**src/rtl/core/tpm_pkg.sv**
```systemverilog
// ----------------------------------------------------------------------------
// tpm_pkg
// Shared types, widths and elaboration-time coefficient generation for the
// polyphase true-peak meter.
// ----------------------------------------------------------------------------
package tpm_pkg;

    // default build parameters
    localparam int TAPS_DEF     = 49;
    localparam int UPSAMPLE_DEF = 4;

    // largest supported oversampling factor and phase index width
    localparam int MAX_UP = 8;
    localparam int PH_W   = 3;

    // datapath widths
    localparam int SAMPLE_W = 24;
    localparam int TP_W     = 25;
    localparam int SP_W     = 24;
    localparam int COEF_W   = 18;
    localparam int PROD_W   = 42;

    // rounding shift and saturation limit of the true peak (Q2.23)
    localparam int          RND_SHIFT = 16;
    localparam logic [TP_W-1:0] TP_MAX = {TP_W{1'b1}};

    // pi in Q30
    localparam logic [63:0] PI_Q30 = 64'd3373259426;

    // control state
    typedef enum logic [1:0] {
        ST_IDLE,
        ST_RUN,
        ST_DONE
    } t_state;

    // phase tag that travels along the cell chain with each partial sum
    typedef struct packed {
        logic            vld;
        logic [PH_W-1:0] phase;
    } t_tag;

    // restoring long division, used at elaboration only
    function automatic logic [63:0] udiv(input logic [63:0] num, input logic [63:0] den);
        logic [63:0] rem;
        logic [63:0] quo;
        rem = '0;
        quo = '0;
        for (int i = 63; i >= 0; i--) begin
            rem = {rem[62:0], num[i]};
            if (rem >= den) begin
                rem    = rem - den;
                quo[i] = 1'b1;
            end
        end
        return quo;
    endfunction

    // sin(pi*m/up) in Q30 by an eleven-term series
    function automatic logic [63:0] sine_q30(input logic [63:0] m, input logic [63:0] up);
        logic [63:0]        x;
        logic [63:0]        t;
        logic signed [63:0] s;
        x = udiv(PI_Q30 * m + (up >> 1), up);
        t = x;
        s = $signed(x);
        for (int n = 1; n <= 10; n++) begin
            t = (t * x) >> 30;
            t = (t * x) >> 30;
            t = udiv(t, 64'((2 * n) * (2 * n + 1)));
            if ((n % 2) == 1) begin
                s = s - $signed(t);
            end else begin
                s = s + $signed(t);
            end
        end
        return (s < 0) ? 64'd0 : 64'(s);
    endfunction

    // windowless sinc coefficient c of a taps-long filter, Q2.16
    function automatic logic signed [COEF_W-1:0] coef_value(input int c, input int taps,
                                                           input int up);
        int                 centre;
        int                 k;
        logic [63:0]        a;
        logic [63:0]        m;
        logic [63:0]        s;
        logic [63:0]        num;
        logic [63:0]        den;
        logic [63:0]        q;
        logic signed [63:0] r;
        logic               neg;
        centre = (taps - 1) >> 1;
        k      = c - centre;
        neg    = 1'b0;
        r      = '0;
        if (c >= taps) begin
            r = '0;
        end else if (k == 0) begin
            r = 64'sd65536;
        end else begin
            a = 64'((k < 0) ? -k : k);
            if (a > 64'(centre)) begin
                r = '0;
            end else begin
                m = a - udiv(a, 64'(2 * up)) * 64'(2 * up);
                if (m >= 64'(up)) begin
                    m   = m - 64'(up);
                    neg = 1'b1;
                end
                if (2 * m > 64'(up)) begin
                    m = 64'(up) - m;
                end
                s   = sine_q30(m, 64'(up));
                num = (64'(up) * s) << 16;
                den = PI_Q30 * a;
                q   = udiv(2 * num + den, 2 * den);
                r   = neg ? -$signed(q) : $signed(q);
            end
        end
        return r[COEF_W-1:0];
    endfunction

endpackage

```
**src/rtl/core/tpm_cell.sv**
```systemverilog
// ----------------------------------------------------------------------------
// tpm_cell
// One tap cell: holds one history sample and its polyphase coefficients,
// adds its product to the partial sum passing through.
// ----------------------------------------------------------------------------
module tpm_cell #(
    parameter int TAPS     = tpm_pkg::TAPS_DEF,
    parameter int UPSAMPLE = tpm_pkg::UPSAMPLE_DEF,
    parameter int CELL_IDX = 0,
    parameter int ACC_W    = tpm_pkg::PROD_W + 4
) (
    input  logic                                i_clk,
    input  logic                                i_rst_n,
    input  logic                                i_shift,
    input  logic signed [tpm_pkg::SAMPLE_W-1:0] i_hist,
    output logic signed [tpm_pkg::SAMPLE_W-1:0] o_hist,
    input  logic signed [ACC_W-1:0]             i_sum,
    input  tpm_pkg::t_tag                       i_tag,
    output logic signed [ACC_W-1:0]             o_sum,
    output tpm_pkg::t_tag                       o_tag
);

    logic signed [tpm_pkg::COEF_W-1:0]   w_coef [tpm_pkg::MAX_UP];
    logic signed [tpm_pkg::PROD_W-1:0]   w_prod;
    logic signed [tpm_pkg::SAMPLE_W-1:0] r_hist;
    logic signed [tpm_pkg::PROD_W-1:0]   r_prod;
    logic signed [ACC_W-1:0]             r_sum_d;
    logic signed [ACC_W-1:0]             r_sum;
    tpm_pkg::t_tag                       r_tag_d;
    tpm_pkg::t_tag                       r_tag;

    // constant coefficient table, one entry per phase
    for (genvar gp = 0; gp < tpm_pkg::MAX_UP; gp++) begin : g_coef
        localparam logic signed [tpm_pkg::COEF_W-1:0] CoefV = (gp < UPSAMPLE) ?
            tpm_pkg::coef_value(gp + CELL_IDX * UPSAMPLE, TAPS, UPSAMPLE) : '0;
        assign w_coef[gp] = CoefV;
    end

    // tap product for the phase arriving now
    assign w_prod = w_coef[i_tag.phase] * r_hist;

    // history and tag registers
    always_ff @(posedge i_clk) begin
        if (!i_rst_n) begin
            r_hist  <= '0;
            r_tag_d <= '0;
            r_tag   <= '0;
        end else begin
            if (i_shift) begin
                r_hist <= i_hist;
            end
            r_tag_d <= i_tag;
            r_tag   <= r_tag_d;
        end
    end

    // product stage then accumulate stage
    always_ff @(posedge i_clk) begin
        r_prod  <= w_prod;
        r_sum_d <= i_sum;
        r_sum   <= r_sum_d
                 + {{(ACC_W - tpm_pkg::PROD_W){r_prod[tpm_pkg::PROD_W-1]}}, r_prod};
    end

    assign o_hist = r_hist;
    assign o_sum  = r_sum;
    assign o_tag  = r_tag;

endmodule

```
**config.mk**
```make
export PLATFORM = sky130hd
export DESIGN_NAME = tpm_cell
export DESIGN_NICKNAME = d
export VERILOG_FILES = /design/src/rtl/core/tpm_pkg.sv /design/src/rtl/core/tpm_cell.sv
export SDC_FILE = /design/constraint.sdc
export NUM_CORES = 1
export LEC_CHECK = 0
export BUFFER_PORTS_ARGS = -buffer_cell sky130_fd_sc_hd__buf_2
export CAP_MARGIN = 20
export CORE_ASPECT_RATIO = 0.6
export CORE_MARGIN = 4
export CORE_UTILIZATION = 55
export DETAILED_ROUTE_END_ITERATION = 10
export PLACE_DENSITY = 0.74
export RECOVER_POWER = 50
export SLEW_MARGIN = 5
export SYNTH_ARGS = -nofsm -noshare
export SYNTH_HDL_FRONTEND = slang
export SYNTH_SLANG_ARGS = --single-unit
```
**constraint.sdc**
```tcl
create_clock -name i_clk -period 19.85 [get_ports i_clk]
set_clock_uncertainty 0.2 [all_clocks]
set_input_delay 3.97 -clock i_clk [delete_from_list [all_inputs] [get_ports i_clk]]
set_output_delay 3.97 -clock i_clk [all_outputs]
set_load 0.005 [all_outputs]
```
==> out/results.ini <==
[outcome]
status = finished clean

[flow_run]
cap_violations = 0

[synth]
synth_compound_gate_area_share_pct = 9.18
synth.mux.area_fraction_pct = 1.36
ys_seq_area_share_pct = 17.2
synthCells = 1969
synth_top_area_cell = fa_1
ys_ff_latch = 166
yosys.area.top_type_share_pct = 36.4
yosysMostFrequentCell = inv_1
synth_common_cells = 466 x inv_1, 351 x fa_1, 184 x ha_1
synth-simple-area-share_pct = 9.65
synth_xor_xnor_area_share_pct = 4.23
netlist_area_um2 = 19300
synthAdderAreaFrac_pct = 48.4
mappedNetlistNets = 2581
synth_top_family_by_area = adder cells
synth_area_leaders = fa_1 36%, dfxtp_1 17%, ha_1 12%
ys.flop_type = dfxtp_1
ys_warn_count = 0
synth_edf_count = 0
yosysUniqueCellTypes = 66
avgSynthCellArea_um2 = 9.79
async_flop_share_pct = 0

[cells_and_area]
drive_gt1_share_pct = 9.43
area_growth_pct = 9.55
n_antenna_cell = 0
final_nets = 2710

[drt]
wl_mm = 49.7
wl_per_cell_um = 19.3
vias_per_cell = 5.40
vias = 13900
drtAntennaViolNets = 0
drc = 0
drtIter0Drc = 1001
drtPass1Iterations = 5

[power_and_ir_drop]
p_total_mw = 2.03
leakage_nw = 11.4
power_density_nw_per_um2 = 96.0
ir_drop_v = 0.0000805

[worst_setup_path]
cp.required_ns = 19.99
r2r_setup_slack_ns = 12.84
start_kind = primary input
r2r-start = o_hist[23]
criticalPathCategory = in -> reg
rr_worst_depth = 21
reg2reg_to = r_prod[41]
worstPathArrival_ns = 11.01
startpoint = i_tag[0]
crit_fanout = 28
cp-end-kind = flip-flop

[die]
start_util_pct = 56.4
core_um2 = 34200
dieWidth_um = 250
pin_count = 151
fp-row-count = 52
die_h_um = 153
die_area_um2 = 38200

[placement]
io_buffers = 150
globalplace.congestion = 1.06
place_hpwl_mm = 42.7

[global_routing]
grt.met1_usage_pct = 40.2
use_met2_pct = 37.7
grt_busiest_layer = met1
grt_max_degree = 33
grt_pass1_vias = 14700
antenna_found_initial = 0
gr-total-overflow = 0
grtUsageTotal_pct = 26.9
grt_pass1_wl_mm = 80.6
grtUsageMet3_pct = 10.6

[cts]
cts_setup_buffers = 0
numClockSinks = 166
clock_path_buffers = 2
clock_latency_ns = 0.46
numCtsBuffers = 17
clk_pin_slew_ns = 0.08
h-tree-depth = 4
post_cts_resized = 0
tritoncts = yes
ctsHoldBuffers = 0
root_buffer = clkbuf_16

[sta]
fmax_mhz = 92.0
period_minus_slack_ns = 10.87
max-slew-margin-rel_pct = 21.5
setup_viol = 0
fin_crit_sh_pct = 54.8
rsz0062_at_grt = no
hold_viol = 0
drv_slew = 0
fin_setup_tns_ns = 0
worstMarginPinSlew_ns = 1.18

[worst_hold_path]
holdPathEnd = o_tag[2]
hold_path_depth = 1
hp-class = reg -> reg
hp-start = r_tag_d[2]

## how the worst max path moves through the flow
stage | slack, ns | to | cells past startpoint
floorplan | 9.22 | r_prod[40] | 25
global placement | 8.79 | r_prod[41] | 26
detailed placement | 8.61 | r_prod[41] | 24
CTS | 9.07 | r_prod[41] | 24
global route | 8.57 | r_prod[41] | 24
finish | 8.98 | r_prod[41] | 24
## kinds of logic after synthesis
logic type | count (synthesis)
flip-flops | 166
multiplexers | 26
AO/OA/AOI/OAI | 266
buffers and inverters | 511
adder cells (fa/ha/maj) | 535
AND/OR/NAND/NOR | 372
XOR/XNOR | 93
## where the power goes
part           leakage, nW  switching (mW)  internal (mW)
Sequential            1.39          0.0444          0.435
Clock                0.302           0.170          0.194
Combinational         9.69           0.691          0.493
Total                 11.4           0.906           1.12
## final cells by class
class	instances	area [um2]
fillers	2866	13000
inverters	466	1750
repair buffers	155	802
clock buffers	17	425
multi-input cells	1292	14000
well taps	459	574
flip-flops and latches	166	3320
clock inverters	15	209
## metal layers
| layer | up-vias | routed length [um] |
|---|---|---|
| met5 | - | 0 |
| met2 | 617 | 20000 |
| li1 | 6367 | - |
| met4 | 0 | 443 |
| met1 | 6861 | 23100 |
| met3 | 36 | 6120 |
## state kept, by name, summed over array words and instances, names as in the netlist
register	cells
o_hist	24
o_sum	46
o_tag	4
r_prod	42
r_tag_d	4
r_sum_d	46
## worst max-delay path, cell delays in order
cell,delay (ns)
buf_2,0.10
inv_1,0.06
ha_1,0.26
nor2_1,0.18
buf_4,0.36
nand2_1,0.26
inv_1,0.28
fa_1,0.49
fa_1,0.57
fa_1,0.43
fa_1,0.49
inv_1,0.05
fa_1,0.45
fa_1,0.49
inv_1,0.04
ha_1,0.35
a211oi_1,0.34
nor2_1,0.11
o311ai_0,0.31
a21boi_0,0.29
a21oi_1,0.21
o21ai_0,0.26
o221ai_1,0.27
o311a_1,0.35
## placed cells by master (no fill, tap or decap), types with 36 or more instances in the layout
| cell type | n |
|---|---|
| nand2_1 | 115 |
| dfxtp_1 | 166 |
| a21o_1 | 47 |
| a21oi_1 | 80 |
| inv_1 | 466 |
| fa_1 | 351 |
| nor2_1 | 66 |
| ha_1 | 184 |
| and2_1 | 64 |
| xnor2_1 | 65 |
| o21ai_0 | 43 |
| buf_2 | 149 |
| nor2b_1 | 36 |
## metrics by stage
step           cells  setup slack (ns)  hold slack (ns)  instance area [um2]  util, %
6_report        2570              8.98            0.223                21100     61.8
5_1_grt         2570              8.57            0.258                21100     61.8
4_1_cts         2568              9.07            0.219                21100     61.8
3_5_place_dp    2536              8.61            0.218                20500     59.9
3_3_place_gp    2536              8.79            0.215                20500     59.9
2_1_floorplan   1969              9.22            0.212                19300        -
Power figures use the tool's default switching activity.
