$ cat src/rtl/core/tpm_pkg.sv
// ----------------------------------------------------------------------------
// tpm_pkg
// Shared types, widths and elaboration-time coefficient generation for the
// polyphase true-peak meter.
// ----------------------------------------------------------------------------
package tpm_pkg;

    // default build parameters
    localparam int TAPS_DEF     = 49;
    localparam int UPSAMPLE_DEF = 4;

    // largest supported oversampling factor and phase index width
    localparam int MAX_UP = 8;
    localparam int PH_W   = 3;

    // datapath widths
    localparam int SAMPLE_W = 24;
    localparam int TP_W     = 25;
    localparam int SP_W     = 24;
    localparam int COEF_W   = 18;
    localparam int PROD_W   = 42;

    // rounding shift and saturation limit of the true peak (Q2.23)
    localparam int          RND_SHIFT = 16;
    localparam logic [TP_W-1:0] TP_MAX = {TP_W{1'b1}};

    // pi in Q30
    localparam logic [63:0] PI_Q30 = 64'd3373259426;

    // control state
    typedef enum logic [1:0] {
        ST_IDLE,
        ST_RUN,
        ST_DONE
    } t_state;

    // phase tag that travels along the cell chain with each partial sum
    typedef struct packed {
        logic            vld;
        logic [PH_W-1:0] phase;
    } t_tag;

    // restoring long division, used at elaboration only
    function automatic logic [63:0] udiv(input logic [63:0] num, input logic [63:0] den);
        logic [63:0] rem;
        logic [63:0] quo;
        rem = '0;
        quo = '0;
        for (int i = 63; i >= 0; i--) begin
            rem = {rem[62:0], num[i]};
            if (rem >= den) begin
                rem    = rem - den;
                quo[i] = 1'b1;
            end
        end
        return quo;
    endfunction

    // sin(pi*m/up) in Q30 by an eleven-term series
    function automatic logic [63:0] sine_q30(input logic [63:0] m, input logic [63:0] up);
        logic [63:0]        x;
        logic [63:0]        t;
        logic signed [63:0] s;
        x = udiv(PI_Q30 * m + (up >> 1), up);
        t = x;
        s = $signed(x);
        for (int n = 1; n <= 10; n++) begin
            t = (t * x) >> 30;
            t = (t * x) >> 30;
            t = udiv(t, 64'((2 * n) * (2 * n + 1)));
            if ((n % 2) == 1) begin
                s = s - $signed(t);
            end else begin
                s = s + $signed(t);
            end
        end
        return (s < 0) ? 64'd0 : 64'(s);
    endfunction

    // windowless sinc coefficient c of a taps-long filter, Q2.16
    function automatic logic signed [COEF_W-1:0] coef_value(input int c, input int taps,
                                                           input int up);
        int                 centre;
        int                 k;
        logic [63:0]        a;
        logic [63:0]        m;
        logic [63:0]        s;
        logic [63:0]        num;
        logic [63:0]        den;
        logic [63:0]        q;
        logic signed [63:0] r;
        logic               neg;
        centre = (taps - 1) >> 1;
        k      = c - centre;
        neg    = 1'b0;
        r      = '0;
        if (c >= taps) begin
            r = '0;
        end else if (k == 0) begin
            r = 64'sd65536;
        end else begin
            a = 64'((k < 0) ? -k : k);
            if (a > 64'(centre)) begin
                r = '0;
            end else begin
                m = a - udiv(a, 64'(2 * up)) * 64'(2 * up);
                if (m >= 64'(up)) begin
                    m   = m - 64'(up);
                    neg = 1'b1;
                end
                if (2 * m > 64'(up)) begin
                    m = 64'(up) - m;
                end
                s   = sine_q30(m, 64'(up));
                num = (64'(up) * s) << 16;
                den = PI_Q30 * a;
                q   = udiv(2 * num + den, 2 * den);
                r   = neg ? -$signed(q) : $signed(q);
            end
        end
        return r[COEF_W-1:0];
    endfunction

endpackage

$ cat src/rtl/core/tpm_peak.sv
// ----------------------------------------------------------------------------
// tpm_peak
// Magnitude, rounding and saturation of each interpolated value, and the
// running true-peak and sample-peak maxima.
// ----------------------------------------------------------------------------
module tpm_peak #(
    parameter int ACC_W = tpm_pkg::PROD_W + 4
) (
    input  logic                            i_clk,
    input  logic                            i_rst_n,
    input  logic signed [ACC_W-1:0]         i_sum,
    input  logic                            i_sum_vld,
    input  logic [tpm_pkg::SP_W-1:0]        i_smag,
    input  logic                            i_smag_vld,
    output logic [tpm_pkg::TP_W-1:0]        o_true_peak,
    output logic [tpm_pkg::SP_W-1:0]        o_sample_peak,
    output logic                            o_upd
);

    localparam int RndW = ACC_W + 1 - tpm_pkg::RND_SHIFT;

    logic [ACC_W-1:0]         w_abs;
    logic [ACC_W:0]           w_rnd_full;
    logic [RndW-1:0]          w_rnd;
    logic [tpm_pkg::TP_W-1:0] w_sat;
    logic [tpm_pkg::TP_W-1:0] w_smag_tp;
    logic [ACC_W-1:0]         r_mag;
    logic                     r_mag_vld;
    logic [tpm_pkg::TP_W-1:0] r_tp;
    logic [tpm_pkg::TP_W-1:0] n_tp;
    logic [tpm_pkg::SP_W-1:0] r_sp;
    logic [tpm_pkg::SP_W-1:0] n_sp;

    // magnitude of the accumulated sum
    assign w_abs = i_sum[ACC_W-1] ? ACC_W'(-i_sum) : ACC_W'(i_sum);

    // round half up to Q.23 and clamp to the peak range
    assign w_rnd_full = {1'b0, r_mag} + (ACC_W+1)'(1 << (tpm_pkg::RND_SHIFT - 1));
    assign w_rnd      = w_rnd_full[ACC_W:tpm_pkg::RND_SHIFT];
    assign w_sat      = (w_rnd > RndW'(tpm_pkg::TP_MAX)) ? tpm_pkg::TP_MAX
                                                        : w_rnd[tpm_pkg::TP_W-1:0];
    assign w_smag_tp  = {1'b0, i_smag};

    // running maxima
    always_comb begin
        n_tp = r_tp;
        n_sp = r_sp;
        if (r_mag_vld && (w_sat > n_tp)) begin
            n_tp = w_sat;
        end
        if (i_smag_vld && (w_smag_tp > n_tp)) begin
            n_tp = w_smag_tp;
        end
        if (i_smag_vld && (i_smag > r_sp)) begin
            n_sp = i_smag;
        end
    end

    always_ff @(posedge i_clk) begin
        if (!i_rst_n) begin
            r_mag_vld <= 1'b0;
            r_tp      <= '0;
            r_sp      <= '0;
        end else begin
            r_mag_vld <= i_sum_vld;
            r_tp      <= n_tp;
            r_sp      <= n_sp;
        end
    end

    // magnitude register
    always_ff @(posedge i_clk) begin
        r_mag <= w_abs;
    end

    assign o_true_peak   = r_tp;
    assign o_sample_peak = r_sp;
    assign o_upd         = r_mag_vld;

endmodule

$ cat config.mk
export PLATFORM = sky130hd
export DESIGN_NAME = tpm_peak
export DESIGN_NICKNAME = d
export VERILOG_FILES = /design/src/rtl/core/tpm_pkg.sv /design/src/rtl/core/tpm_peak.sv
export SDC_FILE = /design/constraint.sdc
export NUM_CORES = 1
export LEC_CHECK = 0
export BUFFER_PORTS_ARGS = -buffer_cell sky130_fd_sc_hd__buf_2
export CAP_MARGIN = 10
export CORE_ASPECT_RATIO = 0.6
export CORE_MARGIN = 3
export CORE_UTILIZATION = 40
export DETAILED_ROUTE_END_ITERATION = 10
export GPL_TIMING_DRIVEN = 0
export PLACE_DENSITY = 0.6
export SYNTH_ARGS = -nofsm -noshare
export SYNTH_HDL_FRONTEND = slang
export SYNTH_SLANG_ARGS = --single-unit
$ cat constraint.sdc
create_clock -name i_clk -period 8.4 [get_ports i_clk]
set_clock_uncertainty 0.1 [all_clocks]
set_input_delay 0.84 -clock i_clk [delete_from_list [all_inputs] [get_ports i_clk]]
set_output_delay 0.84 -clock i_clk [all_outputs]
set_load 0.01 [all_outputs]
==> results of run 1 <==
[how the worst max path moves through the flow]
stage                         start               to  slack (ns)  depth (start not counted)
after global routing      r_mag[15]  o_true_peak[10]        0.05                         28
final                     r_mag[23]  o_true_peak[10]        0.40                         28
after detailed placement  r_mag[23]  o_true_peak[10]       -0.98                         26
after floorplan           r_mag[15]  o_true_peak[10]        1.52                         27
after global placement    r_mag[23]  o_true_peak[12]       -0.77                         26
after CTS                 r_mag[15]   o_true_peak[7]       0.002                         27
[power breakdown]
part           internal, uW  total (uW)  switching [uW]
registers               428         475            47.7
clock network           217         380             163
logic                   168         384             216
[sequential cells by signal, summed over array words and instances, names as in the netlist]
register and cells:
o_sample_peak 24, o_true_peak 25, o_upd 1, r_mag 31
[worst register-to-register path, delay by kind of cell, from the launching register on]
family	cells	cell delay (ns)
buf+inv	6	1.74
flops	1	0.30
compound gates	10	2.49
mux	1	0.15
fa+ha+maj	2	0.64
simple gates	9	2.44
[stage by stage]
step | instances | TNS, ns | instance area (um2) | hold slack [ns] | utilization
3_5_place_dp | 1032 | -21.22 | 6810 | 0.370 | 0.483
6_report | 1049 | 0 | 7160 | 0.378 | 0.507
5_1_grt | 1049 | 0 | 7160 | 0.399 | 0.507
2_1_floorplan | 718 | 0 | 5960 | 0.394 | -
4_1_cts | 1048 | 0 | 7130 | 0.381 | 0.505
3_3_place_gp | 1032 | -16.21 | 6810 | 0.367 | 0.483
[placed cells by master (no fill, tap or decap), types with 9 or more instances in the layout]
| master | synthesis | final |
|---|---|---|
| clkbuf_16 | 0 | 9 |
| nand4_1 | 28 | 28 |
| buf_2 | 3 | 125 |
| clkbuf_1 | 26 | 21 |
| nand3_1 | 15 | 15 |
| a211oi_1 | 10 | 10 |
| nand2_1 | 103 | 103 |
| ha_1 | 74 | 74 |
| a21o_1 | 11 | 11 |
| xnor2_1 | 45 | 45 |
| and3_1 | 10 | 10 |
| nor2_1 | 17 | 17 |
| a21oi_1 | 17 | 16 |
| o22ai_1 | 16 | 16 |
| dfxtp_1 | 81 | 81 |
| mux2i_1 | 49 | 49 |
| o211ai_1 | 9 | 9 |
| o221ai_1 | 16 | 16 |
| xor2_1 | 9 | 9 |
| o21ai_0 | 28 | 28 |
| inv_1 | 66 | 66 |
[layout make-up]
cell class / instances / area [um2]
Tap cell: 192 / 240
Fill cell: 1376 / 6960
Sequential cell: 81 / 1620
Timing Repair Buffer: 124 / 626
Inverter: 66 / 248
Clock buffer: 12 / 256
Multi-Input combinational cell: 539 / 4010
Clock inverter: 4 / 27.5
Buffer: 31 / 135
[logic make-up after synthesis]
group	after synthesis
multiplexers	49
buffers and inverters	98
adder cells (fa/ha/maj)	74
flip-flops	81
AND/OR/NAND/NOR	224
AO/OA/AOI/OAI	138
XOR/XNOR	54
[repair_timing]
item | CTS | global route
setup endpoints to repair | 24 | 24
gates resized for setup | 9 | 10
buffers inserted | 0 | 2
pin swaps | 0 | 1
[metal layers]
layer	track usage	vias up
li1	-	2865
met1	0.344	2849
met2	0.331	264
met3	0.0505	23
met4	0.0390	0
met5	0	-
==> flow_summary_export.csv, run 1 <==
group,metric,value,unit
timing,rsz0062_at_grt,"false",
global_route,grt_util_all_layers,0.227,
synthesis,synthAdderAreaFrac,0.155,
detailed_routing,wl_per_cell,17.8,um
detailed_routing,post-route-drc-count,0,
timing,fmax,0.125,GHz
detailed_routing,routed_wl,18700,um
job,max-cap-violations,0,
worst_setup_path,critPathBufInv,6,
global_route,grt_pass1_vias,5815,
worst_setup_path,endpoint_kind,"register",
die,top_level_ports,124,
synthesis,ys_types,49,
worst_setup_path,cp.arrival,8.11,ns
timing,worst_slew_pin_slew,0.739,ns
synthesis,synthMuxAreaShare,0.0822,
global_route,antenna_found_initial,0,
layout,layout-drive-gt1-share,0.197,
worst_setup_path,crit_slowest_cell,"or4_1",
cts,cts.sinks,81,
place,gp_congestion,0.938,
synthesis,synthTopCellsByCount,"nand2_1 (103), dfxtp_1 (81), ha_1 (74)",
synthesis,synth.net_count,866,
worst_setup_path,r2r_setup_slack,0.40,ns
detailed_routing,dr.pass1.iters,5,
synthesis,synth_compound_area_frac,0.160,
synthesis,synth-edff-count,0,
worst_setup_path,rr_startpoint,"r_mag[23]",
timing,fin_ws,0.401,ns
worst_setup_path,cp_slowest_stage_delay,0.58,ns
synthesis,syn_inst,718,
cts,clk_pin_slew,0.06,ns
outcome,status,"finished clean",
synthesis,async_flop_share,0,
synthesis,synth_xor_area_frac,0.0793,
detailed_routing,dr.first_iter.drc_count,653,
place,hpwl,15600,um
synthesis,syn-cell-area,5960,um2
layout,syn2layout_area_growth,20.1,%
timing,finalSetupViolCount,0,
synthesis,synth_top_family_by_area,"simple AND/OR/NAND/NOR gates",
place,io_buffers,122,
place,post-place-ws,-0.979,ns
layout,antenna_cells,0,
power,total_power,1240,uW
layout,final_nets,1000,
die,fp.dieArea,16500,um2
worst_setup_path,crit_fanout,10,
worst_setup_path,rr_endpoint,"o_true_peak[10]",
global_route,grt_overflow,0,
cts,cts_root_buf,"clkbuf_16",
detailed_routing,wl_met3,1710,um
detailed_routing,drt-vias-per-instance,5.72,
cts,cts_tree,"yes",
synthesis,synth.top_cells.by_area,"dfxtp_1 (27%), ha_1 (16%), mux2i_1 (8.2%)",
worst_setup_path,path_class,"register to register",
power,power_density,173,nW/um2
timing,fin_crit,8.00,ns
cts,clock_latency,0.34,ns
worst_setup_path,critPathLaunchType,"register",
cts,cts_buffers,9,
die,start_util,0.422,
min_path,min_from,"o_sample_peak[23]",
synthesis,yosys.area_share.simple,0.189,
synthesis,synth_top_area_share,0.272,
worst_setup_path,r2r_cells,28,
synthesis,ys_seq_area_frac,0.272,
timing,fin_crit_sh,0.952,
worst_setup_path,cp.required,8.52,ns
timing,finalHoldViolations,0,
detailed_routing,highest_layer,"met4",
synthesis,synthFlopType,"dfxtp_1",
min_path,hp-class,"register to register",
detailed_routing,wl_met1,9220,um
die,fp.coreArea,14100,um2
synthesis,synthMostInstantiatedCell,"nand2_1",
detailed_routing,drtAntennaViolNets,0,
global_route,grt_start_max_net_pins,14,
worst_setup_path,worst_path_most_repeated_cell,"clkbuf_2",
synthesis,avgSynthCellArea,8.31,um2
die,die_w,164,um
detailed_routing,wl_met2,7600,um
min_path,hold_depth,2,
power,p_leak,0.00312,uW
timing,slew_headroom,0.507,
synthesis,yosysWarnings,0,
die,rows,33,
synthesis,synth_seq_cells,81,
cts,cts_hold_buf,0,
die,die_y,101,um
min_path,holdPathEnd,"o_sample_peak[23]",
global_route,grt_pass1_wl,29700,um
worst_setup_path,cp_top_family,"compound AO/OA/AOI/OAI gates",
power,ir_drop,0.0000888,V
cts,clk_path_buf_depth,2,
detailed_routing,via_count,6001,
synthesis,synth_area_leader_cell,"dfxtp_1",
cts,htreeDepth,3,
timing,slew_violations,0,
Note: power is estimated with default switching activity, not from simulation.
==> run 2, diff against run 1 <==
--- a/config.mk
+++ b/config.mk
@@ -8,7 +8,7 @@
 export BUFFER_PORTS_ARGS = -buffer_cell sky130_fd_sc_hd__buf_2
 export CAP_MARGIN = 10
 export CORE_ASPECT_RATIO = 0.6
-export CORE_MARGIN = 3
+export CORE_MARGIN = 2
 export CORE_UTILIZATION = 40
 export DETAILED_ROUTE_END_ITERATION = 10
 export GPL_TIMING_DRIVEN = 0
==> constraint.sdc (replaced) <==
create_clock -name i_clk -period 10.01 [get_ports i_clk]
set_clock_uncertainty 0.1 [all_clocks]
set_input_delay 1.001 -clock i_clk [delete_from_list [all_inputs] [get_ports i_clk]]
set_output_delay 1.001 -clock i_clk [all_outputs]
set_load 0.01 [all_outputs]
==> run 2 against run 1 <==
Power down 11%; flip-flop and latch count unchanged; sequential power down 16%; highest routed layer unchanged.
==> flow_summary_export.csv, run 2 (synthesized netlist as in run 1, its figures left out) <==
group,metric,value,unit
layout,multiInputGateArea,3980,um2
power,intPower,748,uW
power,p_switching,359,uW
power,sequentialPowerShare,0.360,
global_route,grt_start_max_net_pins,15,
worst_setup_path,cp_slowest_stage_delay,0.72,ns
timing,fin_crit,9.43,ns
power,sw_frac_of_total,0.324,
worst_setup_path,r2r_setup_slack,0.58,ns
timing,setup_tns,0,ns
global_route,grt_most_used_layer,"met1",
layout,antenna_cells,0,
global_route,grt_util_met2,0.303,
die,rows,34,
place,gp_congestion,0.874,
layout,final_cell_mix,"buf_2 (125), nand2_1 (103), dfxtp_1 (81)",
detailed_routing,dr.pass1.iters,5,
power,total_power,1110,uW
worst_setup_path,crit_cells,26,
worst_setup_path,rr_startpoint,"r_mag[23]",
detailed_routing,dr.first_iter.drc_count,400,
die,top_level_ports,124,
global_route,grt_util_all_layers,0.227,
die,fp.coreArea,14500,um2
worst_setup_path,rr_endpoint,"o_true_peak[11]",
timing,rsz0062_at_grt,"false",
cts,cts_buffers,9,
worst_setup_path,crit_slowest_cell,"nor4_1",
detailed_routing,post-route-drc-count,0,
global_route,met3_usage,0.0480,
power,pwr-share-clk,0.356,
worst_setup_path,cp_top_family,"simple AND/OR/NAND/NOR gates",
cts,cts.sinks,81,
layout,syn2layout_area_growth,20.5,%
layout,largest-register,"r_mag",
worst_setup_path,crit_fanout,10,
timing,slew_headroom,0.481,
detailed_routing,via_count,5735,
die,die_y,98.6,um
worst_setup_path,startpoint,"r_mag[23]",
cts,cts_tree,"yes",
global_route,grt_pass1_vias,5385,
timing,worst_slew_pin_slew,0.772,ns
cts,cts_root_buf,"clkbuf_16",
worst_setup_path,cp.required,10.19,ns
cts,clk_pin_slew,0.07,ns
worst_setup_path,cp.arrival,9.61,ns
job,max-cap-violations,0,
layout,mostFrequentLayoutCell,"buf_2",
global_route,grt_overflow,0,
timing,finalSetupViolCount,0,
layout,seqCellArea,1620,um2
timing,slew_violations,0,
cts,clk_path_buf_depth,2,
layout,fin_util,0.494,
global_route,antenna_found_initial,0,
power,ir_drop,0.0000780,V
detailed_routing,drt-vias-per-instance,5.44,
cts,clock_latency,0.35,ns
power,p_leak,0.00310,uW
timing,finalHoldViolations,0,
worst_setup_path,critPathBufInv,6,
min_path,hp-class,"register to register",
worst_setup_path,endpoint_kind,"register",
timing,fmax,0.106,GHz
place,io_buffers,122,
power,combPwrFrac,0.284,
detailed_routing,wl_per_cell,17.1,um
layout,largest_reg_flops,31,
layout,layout-drive-gt1-share,0.183,
power,power_density,154,nW/um2
worst_setup_path,critical_path.endpoint,"o_true_peak[11]",
layout,nFillCells,1466,
layout,final_nets,999,
worst_setup_path,r2r_cells,26,
worst_setup_path,path_class,"register to register",
die,die_w,162,um
place,hpwl,14900,um
detailed_routing,routed_wl,18000,um
cts,cts_hold_buf,0,
global_route,grt_pass1_wl,28300,um
outcome,status,"finished clean",
die,fp.dieArea,15900,um2
timing,fin_crit_sh,0.942,
cts,htreeDepth,3,
worst_setup_path,critPathLaunchType,"register",
global_route,grtUsageMet1,0.368,
die,start_util,0.410,
detailed_routing,drtAntennaViolNets,0,
-- run 2: cell types whose count changed in the layout (fill, tap and decap cells not counted), sizes merged --
cell	delta
clkinv	-4
bufinv	+3
buf	-1
clkinvlp	+2
clkbuf	-2
inv	+1
-- run 2: worst register-to-register path, cell delays in order (launching register included) --
cell and delay [ns]:
dfxtp_1 0.31, clkbuf_1 0.32, nand4_1 0.24, nor4_1 0.72
a31o_2 0.26, nand3_1 0.12, a211oi_2 0.64, clkbuf_1 0.40
buf_1 0.49, nand2_1 0.11, ha_1 0.34, nand4_1 0.12
nor3_1 0.44, nand3_1 0.24, or4_1 0.60, a21oi_1 0.33
clkbuf_1 0.47, buf_1 0.54, o22ai_1 0.18, ha_1 0.34
nand4_1 0.17, nor4_1 0.43, a211o_1 0.20, a211oi_1 0.06
nor4_4 0.50, buf_2 0.45, mux2i_1 0.24
-- run 2: worst min-delay path by stage --
stage,from,end,slack (ns),depth (start not counted)
finish,o_sample_peak[7],o_sample_peak[7],0.38,2
global placement,o_sample_peak[5],o_sample_peak[5],0.36,2
global route,o_sample_peak[6],o_sample_peak[6],0.40,2
detailed placement,o_sample_peak[3],o_sample_peak[3],0.37,2
floorplan,o_sample_peak[10],o_sample_peak[10],0.39,2
CTS,o_sample_peak[7],o_sample_peak[7],0.38,2
-- run 2: through the flow --
stage	setup slack (ns)	area, um2	std cells	hold WS [ns]
6_report	0.581	7180	1054	0.377
2_1_floorplan	3.13	5960	718	0.394
3_3_place_gp	0.650	6820	1038	0.362
5_1_grt	0.0971	7180	1054	0.403
4_1_cts	0.663	7170	1054	0.378
3_5_place_dp	0.705	6820	1038	0.369
-- run 2: timing repair --
item | 4_1_cts | 5_1_grt
buffers inserted | 0 | 0
setup endpoints to repair | 0 | 20
hold endpoints to repair | 0 | 0
resized for setup | 0 | 1
-- run 2: cell type report --
cell class,instances,share of cell area
buffer,32,0.0172
clock buffer,10,0.0333
clock inverter,6,0.0159
inverter,66,0.0345
multi-input combinational,539,0.554
sequential,81,0.226
tap,198,0.0345
timing repair buffer,122,0.0850
-- run 2: power groups by stage --
stage          Sequential, uW  Combinational, uW  Clock [uW]
2_1_floorplan             403                194           0
3_3_place_gp              405                306           0
3_5_place_dp              404                308           0
4_1_cts                   397                311         399
5_1_grt                   402                352         412
6_report                  398                314         394
-- run 2: routing by layer --
layer  vias to the layer above  wire length, um
met2                       212             6590
met1                      2658             9780
li1                       2853                -
met5                         -                0
met4                         0              129
met3                        12             1530
==> run 3, diff against run 2 <==
--- a/config.mk
+++ b/config.mk
@@ -7,12 +7,14 @@
 export LEC_CHECK = 0
 export BUFFER_PORTS_ARGS = -buffer_cell sky130_fd_sc_hd__buf_2
 export CAP_MARGIN = 10
+export CELL_PAD_IN_SITES_DETAIL_PLACEMENT = 0
+export CELL_PAD_IN_SITES_GLOBAL_PLACEMENT = 1
 export CORE_ASPECT_RATIO = 0.6
 export CORE_MARGIN = 2
 export CORE_UTILIZATION = 40
 export DETAILED_ROUTE_END_ITERATION = 10
 export GPL_TIMING_DRIVEN = 0
-export PLACE_DENSITY = 0.6
+export PLACE_DENSITY = 0.78
 export SYNTH_ARGS = -nofsm -noshare
 export SYNTH_HDL_FRONTEND = slang
 export SYNTH_SLANG_ARGS = --single-unit
==> run 3 against run 2 <==
Maximum frequency is 0.31% higher; sequential power hardly changed; via count is 2.7% higher; die area stayed put; non-clock buffer count stayed put; clock power is 17% lower; power is 5.9% lower; wire length is 3.4% higher; utilization is 0.42 points lower; design area is 0.85% lower; critical path depth stayed put.
==> flow_summary_export.csv, run 3 (synthesized netlist as in run 1, its figures left out) <==
group,metric,value,unit
cts,cts_buffers,9,
detailed_routing,drtAntennaViolNets,0,
layout,design_area,7120,um2
timing,fin_ws,0.610,ns
global_route,grt_pass1_wl,29700,um
layout,mostFrequentLayoutCell,"buf_2",
place,io_buffers,122,
worst_setup_path,endpoint_kind,"register",
detailed_routing,wl_per_cell,17.7,um
power,intPower,689,uW
timing,rsz0062_at_grt,"false",
global_route,grt_util_all_layers,0.237,
detailed_routing,routed_wl,18600,um
power,ir_drop,0.0000749,V
layout,antenna_cells,0,
worst_setup_path,rr_startpoint,"r_mag[23]",
timing,finalHoldViolations,0,
die,top_level_ports,124,
cts,clk_pin_slew,0.06,ns
detailed_routing,drt-vias-per-instance,5.59,
worst_setup_path,r2r_setup_slack,0.61,ns
power,combPwrFrac,0.303,
detailed_routing,dr.pass1.iters,5,
die,fp.dieArea,15900,um2
cts,htreeDepth,3,
cts,clk_path_buf_depth,2,
power,p_leak,0.00308,uW
die,die_w,162,um
worst_setup_path,path_class,"register to register",
power,p_switching,351,uW
global_route,grt_start_max_net_pins,14,
global_route,grt_overflow,0,
place,place_area,6820,um2
layout,largest_reg_flops,31,
timing,finalSetupViolCount,0,
outcome,status,"finished clean",
timing,slew_headroom,0.474,
cts,cts_tree,"yes",
place,hpwl,15600,um
place,post-place-ws,0.519,ns
worst_setup_path,critPathLaunchType,"register",
die,rows,34,
timing,setup_tns,0,ns
power,pwr-share-clk,0.314,
layout,largest-register,"r_mag",
layout,syn2layout_area_growth,19.4,%
detailed_routing,post-route-drc-count,0,
timing,fin_crit,9.40,ns
detailed_routing,via_count,5888,
min_path,holdPathEnd,"o_sample_peak[5]",
job,max-cap-violations,0,
cts,cts_root_buf,"clkbuf_16",
min_path,hold_depth,2,
cts,cts.sinks,81,
die,fp.coreArea,14500,um2
min_path,hp-class,"register to register",
worst_setup_path,r2r_cells,26,
layout,final_nets,999,
global_route,grt_pass1_vias,5610,
worst_setup_path,cp.required,10.17,ns
timing,fin_crit_sh,0.939,
die,die_y,98.6,um
detailed_routing,dr.first_iter.drc_count,526,
timing,worst_slew_pin_slew,0.781,ns
min_path,min_from,"o_sample_peak[5]",
cts,clock_latency,0.34,ns
place,gp_congestion,0.926,
cts,post_cts_buffers,0,
worst_setup_path,cp_slowest_stage_delay,0.72,ns
worst_setup_path,cp.arrival,9.56,ns
layout,layout-drive-gt1-share,0.183,
power,sequentialPowerShare,0.384,
worst_setup_path,crit_slowest_cell,"nor4_1",
die,start_util,0.410,
power,sw_frac_of_total,0.338,
worst_setup_path,rr_endpoint,"o_true_peak[4]",
global_route,antenna_found_initial,0,
worst_setup_path,crit_fanout,10,
timing,slew_violations,0,
layout,final_cell_mix,"buf_2 (125), nand2_1 (103), dfxtp_1 (81)",
power,power_density,146,nW/um2
timing,fmax,0.106,GHz
run 3: changes by cell type in the layout (fill, tap and decap cells not counted), sizes merged:
cell,change
inv,-1
clkinvlp,-1
buf,-1
clkinv,+3
bufinv,-2
clkbuf,+2
run 3: worst max-delay path by stage:
stage / to / cells past startpoint / from
floorplan: o_true_peak[10] / 27 / r_mag[15]
global placement: o_true_peak[11] / 26 / r_mag[23]
detailed placement: o_true_peak[9] / 26 / r_mag[23]
CTS: o_true_peak[9] / 26 / r_mag[23]
global route: o_true_peak[8] / 27 / r_mag[15]
finish: o_true_peak[4] / 26 / r_mag[23]
run 3: per-layer routing:
layer,global-route usage,vias up,part of all wire
met5,0,-,0
met4,0.0388,0,0.0058
met3,0.0497,9,0.075
met2,0.332,222,0.38
met1,0.373,2790,0.54
li1,-,2867,-
run 3: per-stage QoR:
step / util / power [uW] / instances / hold slack, ns
final: 0.490 / 1040 / 1054 / 0.374
after global routing: 0.490 / 1100 / 1054 / 0.410
after CTS: 0.489 / 1040 / 1054 / 0.381
after global placement: 0.469 / 704 / 1038 / 0.363
after detailed placement: 0.469 / 715 / 1038 / 0.370
after floorplan: - / 598 / 718 / 0.394
run 3: power by group through the flow:
stage                     Clock, uW  Combinational (uW)  Sequential (uW)
after detailed placement          0                 310              405
after global placement            0                 300              404
after floorplan                   0                 194              403
final                           326                 315              399
after CTS                       334                 312              398
after global routing            345                 356              403
run 3: final cells by class:
| type | count | area [um2] |
|---|---|---|
| Inverter | 66 | 248 |
| Buffer | 32 | 126 |
| Fill cell | 1416 | 7430 |
| Timing Repair Buffer | 122 | 611 |
| Tap cell | 198 | 248 |
| Clock buffer | 11 | 233 |
| Sequential cell | 81 | 1620 |
| Clock inverter | 5 | 56.3 |
| Multi-Input combinational cell | 539 | 3980 |
run 3: critical path, delay by kind of cell (launching register included):
| kind | cells | cell delay [ns] |
|---|---|---|
| mux | 1 | 0.25 |
| compound gates | 6 | 1.66 |
| buf+inv | 6 | 2.64 |
| flops | 1 | 0.31 |
| simple gates | 11 | 3.67 |
| fa+ha+maj | 2 | 0.69 |
run 3: timing repair:
| item | in CTS | in global routing |
|---|---|---|
| hold buffers | 0 | 0 |
| resized for setup | 0 | 4 |
| endpoints found under the setup margin | 0 | 20 |
